### config.mk
export PLATFORM = sky130hd
export DESIGN_NAME = sorted_array_priority_queue_unit
export DESIGN_NICKNAME = d
export VERILOG_FILES = /design/src/design/spq_pkg.sv /design/src/design/spq_cell.sv /design/src/design/sorted_array_priority_queue_unit.sv
export SDC_FILE = /design/constraint.sdc
export NUM_CORES = 1
export LEC_CHECK = 0
export BUFFER_PORTS_ARGS = -buffer_cell sky130_fd_sc_hd__buf_2
export CAP_MARGIN = 20
export CORE_MARGIN = 1.5
export CORE_UTILIZATION = 44
export CTS_CLUSTER_DIAMETER = 100
export DETAILED_ROUTE_END_ITERATION = 6
export PLACE_DENSITY = 0.7
export SYNTH_ARGS = -nofsm -noshare
export SYNTH_HDL_FRONTEND = slang
export SYNTH_HIERARCHICAL = 1
export SYNTH_SLANG_ARGS = --single-unit
### constraint.sdc
create_clock -name clk_i -period 6.4 [get_ports clk_i]
set_input_delay 0 -clock clk_i [delete_from_list [all_inputs] [get_ports clk_i]]
set_output_delay 0 -clock clk_i [all_outputs]
set_load 0.005 [all_outputs]
### src/design/spq_pkg.sv
package spq_pkg;

  localparam int unsigned DEPTH_DEF      = 16;
  localparam int unsigned DATA_WIDTH_DEF = 16;
  localparam int unsigned PRIO_WIDTH_DEF = 8;

  // capacity register
  localparam int unsigned CAP_W     = 5;
  localparam int unsigned CAP_RESET = 16;
  localparam int unsigned APB_AW    = 3;
  localparam int unsigned APB_DW    = 32;
  localparam logic [APB_AW-1:0] ADDR_CAPACITY = 3'h0;

  typedef enum logic {
    CMD_ENQ = 1'b0,
    CMD_DEQ = 1'b1
  } cmd_e;

  typedef enum logic [1:0] {
    ST_ADDED    = 2'd0,
    ST_OVERFLOW = 2'd1,
    ST_REMOVED  = 2'd2,
    ST_EMPTY    = 2'd3
  } status_e;

  // per-cycle command broadcast to every cell
  typedef struct packed {
    logic enq;
    logic deq;
  } cell_ctrl_t;

endpackage

### src/design/spq_cell.sv
module spq_cell #(
  parameter int unsigned DATA_WIDTH = 16,
  parameter int unsigned PRIO_WIDTH = 8
) (
  input  logic                         clk_i,
  input  spq_pkg::cell_ctrl_t          ctrl_i,
  input  logic                         valid_i,
  input  logic        [DATA_WIDTH-1:0] new_data_i,
  input  logic signed [PRIO_WIDTH-1:0] new_prio_i,
  input  logic                         left_keep_i,
  input  logic        [DATA_WIDTH-1:0] left_data_i,
  input  logic signed [PRIO_WIDTH-1:0] left_prio_i,
  input  logic        [DATA_WIDTH-1:0] right_data_i,
  input  logic signed [PRIO_WIDTH-1:0] right_prio_i,
  output logic                         keep_o,
  output logic        [DATA_WIDTH-1:0] data_o,
  output logic signed [PRIO_WIDTH-1:0] prio_o
);
  import spq_pkg::*;

  logic        [DATA_WIDTH-1:0] data_q, data_d;
  logic signed [PRIO_WIDTH-1:0] prio_q, prio_d;

  // entry stays put when it sorts at or before the newcomer
  assign keep_o = valid_i && (prio_q <= new_prio_i);

  always_comb begin
    data_d = data_q;
    prio_d = prio_q;
    if (ctrl_i.enq && !keep_o) begin
      if (left_keep_i) begin
        data_d = new_data_i;
        prio_d = new_prio_i;
      end else begin
        data_d = left_data_i;
        prio_d = left_prio_i;
      end
    end else if (ctrl_i.deq) begin
      data_d = right_data_i;
      prio_d = right_prio_i;
    end
  end

  always_ff @(posedge clk_i) begin
    data_q <= data_d;
    prio_q <= prio_d;
  end

  assign data_o = data_q;
  assign prio_o = prio_q;

endmodule

### src/design/sorted_array_priority_queue_unit.sv
// One command per cycle: busy is never raised, so start may be high every cycle.
// The result strobe (done_o) is registered at the accepting edge and shows in the cycle after it.
// All cells update in that same edge: each compares against the broadcast priority.
// Reset clears the entry count, sets capacity to 16 and drops any pending strobe.
// Results are shown for one cycle only; the receiver cannot stall.
module sorted_array_priority_queue_unit #(
  parameter int unsigned DEPTH      = spq_pkg::DEPTH_DEF,
  parameter int unsigned DATA_WIDTH = spq_pkg::DATA_WIDTH_DEF,
  parameter int unsigned PRIO_WIDTH = spq_pkg::PRIO_WIDTH_DEF,
  localparam int unsigned CW        = $clog2(DEPTH + 1)
) (
  input  logic                                 clk_i,
  input  logic                                 rst_ni,
  input  logic                                 start,
  output logic                                 busy,
  input  logic                                 command_i,
  input  logic        [DATA_WIDTH-1:0]         item_data_i,
  input  logic signed [PRIO_WIDTH-1:0]         item_priority_i,
  output logic                                 done_o,
  output logic        [1:0]                    status_o,
  output logic        [DATA_WIDTH-1:0]         head_data_o,
  output logic signed [PRIO_WIDTH-1:0]         head_priority_o,
  output logic        [CW-1:0]                 occupancy_o,
  input  logic                                 psel,
  input  logic                                 penable,
  input  logic                                 pwrite,
  input  logic        [spq_pkg::APB_AW-1:0]    paddr,
  input  logic        [spq_pkg::APB_DW-1:0]    pwdata,
  output logic        [spq_pkg::APB_DW-1:0]    prdata,
  output logic                                 pready
);
  import spq_pkg::*;

  localparam int unsigned CMPW = (CW > CAP_W) ? CW : CAP_W;

  logic [CAP_W-1:0] cap_q;
  logic [CW-1:0]    count_q, count_d;

  logic                         done_q;
  status_e                      status_q, status_d;
  logic        [DATA_WIDTH-1:0] hdata_q, hdata_d;
  logic signed [PRIO_WIDTH-1:0] hprio_q, hprio_d;
  logic        [CW-1:0]         occ_q;

  logic       accept;
  logic       full;
  logic       empty;
  cell_ctrl_t ctrl;

  logic        [DATA_WIDTH-1:0] cell_data [DEPTH];
  logic signed [PRIO_WIDTH-1:0] cell_prio [DEPTH];
  logic        [DEPTH-1:0]      cell_keep;

  // config port
  assign pready = 1'b1;
  assign prdata = (paddr == ADDR_CAPACITY) ? APB_DW'(cap_q) : '0;

  always_ff @(posedge clk_i or negedge rst_ni) begin
    if (!rst_ni) begin
      cap_q <= CAP_W'(CAP_RESET);
    end else if (psel && penable && pwrite && pready && paddr == ADDR_CAPACITY) begin
      cap_q <= pwdata[CAP_W-1:0];
    end
  end

  assign busy   = 1'b0;
  assign accept = start && !busy;
  assign full   = (CMPW'(count_q) >= CMPW'(cap_q)) || (count_q >= CW'(DEPTH));
  assign empty  = (count_q == '0);

  always_comb begin
    ctrl.enq = accept && (command_i == CMD_ENQ) && !full;
    ctrl.deq = accept && (command_i == CMD_DEQ) && !empty;
  end

  always_comb begin
    count_d  = count_q;
    status_d = ST_EMPTY;
    hdata_d  = '0;
    hprio_d  = '0;
    if (command_i == CMD_ENQ) begin
      status_d = full ? ST_OVERFLOW : ST_ADDED;
      if (!full) count_d = count_q + 1'b1;
    end else if (!empty) begin
      status_d = ST_REMOVED;
      hdata_d  = cell_data[0];
      hprio_d  = cell_prio[0];
      count_d  = count_q - 1'b1;
    end
  end

  always_ff @(posedge clk_i or negedge rst_ni) begin
    if (!rst_ni) begin
      count_q <= '0;
      done_q  <= 1'b0;
    end else begin
      done_q <= accept;
      if (accept) count_q <= count_d;
    end
  end

  always_ff @(posedge clk_i) begin
    if (accept) begin
      status_q <= status_d;
      hdata_q  <= hdata_d;
      hprio_q  <= hprio_d;
      occ_q    <= count_d;
    end
  end

  assign done_o          = done_q;
  assign status_o        = status_q;
  assign head_data_o     = hdata_q;
  assign head_priority_o = hprio_q;
  assign occupancy_o     = occ_q;

  // the chain: cell 0 is the head
  for (genvar i = 0; i < DEPTH; i++) begin : g_cell
    localparam int unsigned L = (i == 0) ? 0 : i - 1;
    localparam int unsigned R = (i == DEPTH - 1) ? i : i + 1;

    spq_cell #(
      .DATA_WIDTH(DATA_WIDTH),
      .PRIO_WIDTH(PRIO_WIDTH)
    ) u_cell (
      .clk_i       (clk_i),
      .ctrl_i      (ctrl),
      .valid_i     (count_q > CW'(i)),
      .new_data_i  (item_data_i),
      .new_prio_i  (item_priority_i),
      .left_keep_i ((i == 0) ? 1'b1 : cell_keep[L]),
      .left_data_i (cell_data[L]),
      .left_prio_i (cell_prio[L]),
      .right_data_i(cell_data[R]),
      .right_prio_i(cell_prio[R]),
      .keep_o      (cell_keep[i]),
      .data_o      (cell_data[i]),
      .prio_o      (cell_prio[i])
    );
  end

  a_done_follows: assert property (@(posedge clk_i) disable iff (!rst_ni)
    accept |=> done_o) else $error("missing result strobe");

  a_no_spurious: assert property (@(posedge clk_i) disable iff (!rst_ni)
    !accept |=> !done_o) else $error("result strobe without command");

  a_count_bound: assert property (@(posedge clk_i) disable iff (!rst_ni)
    count_q <= CW'(DEPTH)) else $error("entry count beyond depth");

  a_enq_grows: assert property (@(posedge clk_i) disable iff (!rst_ni)
    ctrl.enq |=> count_q == $past(count_q) + 1'b1) else $error("enqueue lost");

  a_zero_fields: assert property (@(posedge clk_i) disable iff (!rst_ni)
    done_o && status_o != ST_REMOVED |-> head_data_o == '0 && head_priority_o == '0)
    else $error("head fields not cleared");

endmodule
Yosys cells after proc, flatten, opt, wreduce, memory -nomap -nowiden. Index checks and enable logic that the tools add are counted.

Register bits: 426. Input port bits: 66. Output and inout bits: 66. Logic and storage cells: 249.

$add $sub $neg: 2. $lt $le $gt $ge: 34. Mux-type cells: 97. Bitwise logic cells: 1. Reductions and logical operators: 76.

Operators by type and width (count): 16-bit two-way mux (45); 8-bit two-way mux (45); 8-bit <= comparator (16); 5-bit by 4-bit greater-than comparator with 1-bit output, second input constant (8); 1-bit logical AND (39); 2-bit nonzero test (15); 5-bit by 3-bit greater-than comparator with 1-bit output, second input constant (4); 5-bit two-way mux (4); 1-bit zero test (18); 5-bit by 1-bit greater-than comparator with 1-bit output, second input constant (2); 5-bit by 2-bit greater-than comparator with 1-bit output, second input constant (2); 5-bit by 1-bit adder with 5-bit output, second input constant (1); 5-bit greater-or-equal comparator (1); 5-bit greater-or-equal comparator, second input constant (1); 5-bit zero test (1); 5-bit by 1-bit subtractor with 5-bit output, second input constant (1); 3-bit zero test (1); 1-bit two-way mux (2); 2-bit two-way mux (1); 2-bit OR reduction (1); 1-bit logical OR (1); 1-bit NOT (1).

Longest topological paths before layout.
Word-level depth: 6. Gate-level depth with buffers: 11. Mapped depth without buffers: 9.

Modules after synthesis. The synthesis kept the hierarchy.

Modules (own cells, without submodules): spq_cell at g_cell[0].u_cell ... (times used 12, cells each 114, area an instance 1689.1 µm², sequential area each 720.7 µm²); spq_cell at g_cell[6].u_cell ... (times used 4, cells each 111, area an instance 1551.5 µm², sequential area each 720.7 µm²); sorted_array_priority_queue_unit (times used 1, cells each 234, area an instance 2424.8 µm², sequential area each 1207.4 µm²).

Worst setup path before layout. Ideal clock, no wire load.

Path type: reg2reg. From: reg count_q[0]. To: reg g_cell[0].u_cell.data_q[0] (enable). Arrival: 3.967 ns. Data required time: 6.016 ns. Path slack: 2.049 ns. Cell stages (with the launch flop): 12. Buffers on the path: 2. Period minus slack after synthesis: 4.351 ns. Cell sequence: dfrtp_1 -> clkbuf_1 -> inv_1 -> ha_1 -> nand2b_4 -> a2111oi_4 -> o21ai_2 -> nor2_1 -> a21boi_1 -> mux2i_4 -> buf_8 -> nand2b_1.

RTL lines: start: declaration (line sorted_array_priority_queue_unit.sv:37) `logic [CW-1:0] count_q, count_d;`; start signal: assignment (line sorted_array_priority_queue_unit.sv:98) `if (accept) count_q <= count_d;`; end signal: assignment (line spq_cell.sv:45) `data_q <= data_d;`; end: declaration (line spq_cell.sv:21) `logic [DATA_WIDTH-1:0] data_q, data_d;`.

==> reports/results.txt <==
Status = finished clean
Via/cell ratio = 5.35
Crit path capture type = register
Startpoint type of the worst setup path = register
Synthesized instance count = 2,043
Switch Pwr = 5.77 mW
Starting density of the core = 44.6%
Total CTS buffers = 49
Clock network fraction of total power = 15.5%
Vias post-DR = 16.2k
Most common cell on crit path = buf_4
Die area = 67,200 sq um
First drt pass iteration count = 5
Sequential cell fraction of total power = 34.7%
Max-slew violation count = 0
Largest net degree at the start of global routing = 44
# fillers = 5,519
Clock Latency Late Sink = 600 ps
Total Wirelength = 59,800 um
Antenna viol nets, final = 0
RePlAce Congestion = 0.862
Final Critical Period = 4340 ps
Sw Share = 33.3%
PortBufs = 75
Post-Syn Area = 28,900 sq um
Clock Sinks = 426
VDD IR max = 0.238 mV
Final setup viols = 0
First-pass GRT wire length = 95,800 um
H-tree Lvls = 2
Die Y = 259 um
Final Hold Viols = 0
Worst path cell trace = inv_1 > ha_1 > nand2b_4 > a2111oi_4 > o21ai_2 > nor2_2 > buf_8 > buf_4 > o311ai_4 > buf_4 > nand2b_1
Antenna violations before repair = 1
Clock root buffer = clkbuf_16
Setup TNS = 0 ps
Crit path DAT = 4530 ps
Tot Pwr = 17.3 mW
Crit path kind = reg2reg
Vias in the first global route = 17.2k
Final net count = 2,337
Setup Skew = 37.8 ps
Combinational power share = 49.8%
Residual DRC = 0
Syn-to-layout area delta = 9.81%
DRT iter0 DRCs = 998
RSZ-0062 raised after global routing = false
# IOs = 132
Sequential cell area = 12,700 sq um
CP max FO = 25
Worst hold-check path type = in2reg
Routed WL per cell = 19.8 um
Max-cap viol count = 0
Post-Syn Area per Cell = 14.1 sq um
Postcts setup bufs = 0
Clock buffer depth = 3
Gr usage total = 17.7%
Slew headroom = 26.6%
Hold_ws = 41.2 ps
Leakage = 12.7 nW
Grt total ovfl = 0
Slowest cell on the critical path = nand2b_1
Period utilisation layout = 67.8%
Int Pwr = 11.5 mW
Fmax = 0.231 GHz
CP required = 6600 ps
Std-Cell Rows = 93
Worst-path clk slew = 60 ps
Core area = 64,700 sq um
Slew @ Worst Pin = 1100 ps
Warnings, synthesis = 6
PwrDens = 546 nW/um^2
CTS tree = yes
Peak per-stage delay on the critical path = 810 ps
Detailed placer's ending HPWL = 44,300 um
Die width = 259 um
Share of cells above drive strength 1 = 48.2%
Area of the multi-input gates = 14,700 sq um
## stage by stage
step	utilization [%]	instance area (sq um)	std cells	worst slack, ps
6_report	49.0	31700	3020	2060
5_1_grt	49.0	31700	3020	1800
4_1_cts	48.5	31400	3002	1930
3_5_place_dp	45.9	29700	2902	1970
3_3_place_gp	45.9	29700	2901	1690
2_1_floorplan	-	29000	2071	2050
## power by group through the flow
stage               clock [mW]  sequential, mW  combinational, mW
floorplan                    0            5.57               7.32
global placement             0            6.00               8.08
detailed placement           0            6.10               8.38
CTS                       2.74            6.05               8.44
global route              2.86            6.18               9.30
finish                    2.67            6.01               8.62
## metal layers
metal / track usage [%] / vias up / wire (um)
met5: 0 / - / 0
met4: 4.91 / 0 / 1160
met3: 2.52 / 78 / 1930
met2: 30.4 / 280 / 29100
met1: 23.4 / 7992 / 27600
li1: - / 7814 / -
## final cells by class
class	instances	area share (%)
Timing Repair Buffer	134	3.32
Sequential cell	426	40.2
Inverter	175	2.07
Antenna cell	1	0.00789
Clock inverter	23	0.758
Multi-Input combinational cell	1347	46.3
Tap cell	855	3.37
Clock buffer	59	3.98
## state kept, by name, summed over array words and instances, names as in the netlist
signal                cells
cap_q                     5
count_q                   5
done_o                    1
g_cell.u_cell/data_o    256
g_cell.u_cell/prio_o    128
head_data_o              16
head_priority_o           8
occupancy_o               5
status_o                  2
## what timing repair did
action / CTS / global route
setup endpoints to repair: 0 / 0
endpoints found under the hold margin: 18 / 0
hold buffers: 18 / 0
resized for setup: 0 / 0
## critical path: cells and delay by family, from the launching register on
kind                     cells  cell delay (ps)
AO/OA/AOI/OAI                3              710
adder cells (fa/ha/maj)      1              320
buffers and inverters        4              880
AND/OR/NAND/NOR              3             1410
flip-flops                   1              590
## worst paths after layout
kind	slack, ps	start	end	depth (start not counted)
setup / recovery	2060	count_q[0]	g_cell[8].u_cell/prio_o[2]	11
hold / removal	40	penable	cap_q[0]	3
setup reg to reg	2060	count_q[0]	g_cell[8].u_cell/prio_o[2]	11
hold reg to reg	570	g_cell[14].u_cell/data_o[5]	g_cell[13].u_cell/data_o[5]	1
max in group asynchronous	4900	rst_ni	cap_q[0]	4
min in group asynchronous	530	rst_ni	cap_q[4]	3
## layout by cell type (no fill, tap or decap), drive strengths merged, types with 12 or more instances in the layout
master / n
mux2: 769
nand4: 33
nand2: 36
buf: 116
nor2: 27
nand2b: 43
clkbuf: 59
o21ai: 42
a31o: 12
a21boi: 24
a21oi: 54
dlygate4sd3: 18
o221ai: 12
conb: 30
edfxtp: 415
ha: 138
o21a: 17
inv: 178
and3: 27
mux2i: 25
clkinv: 17
(Power assumes the default switching activity.)
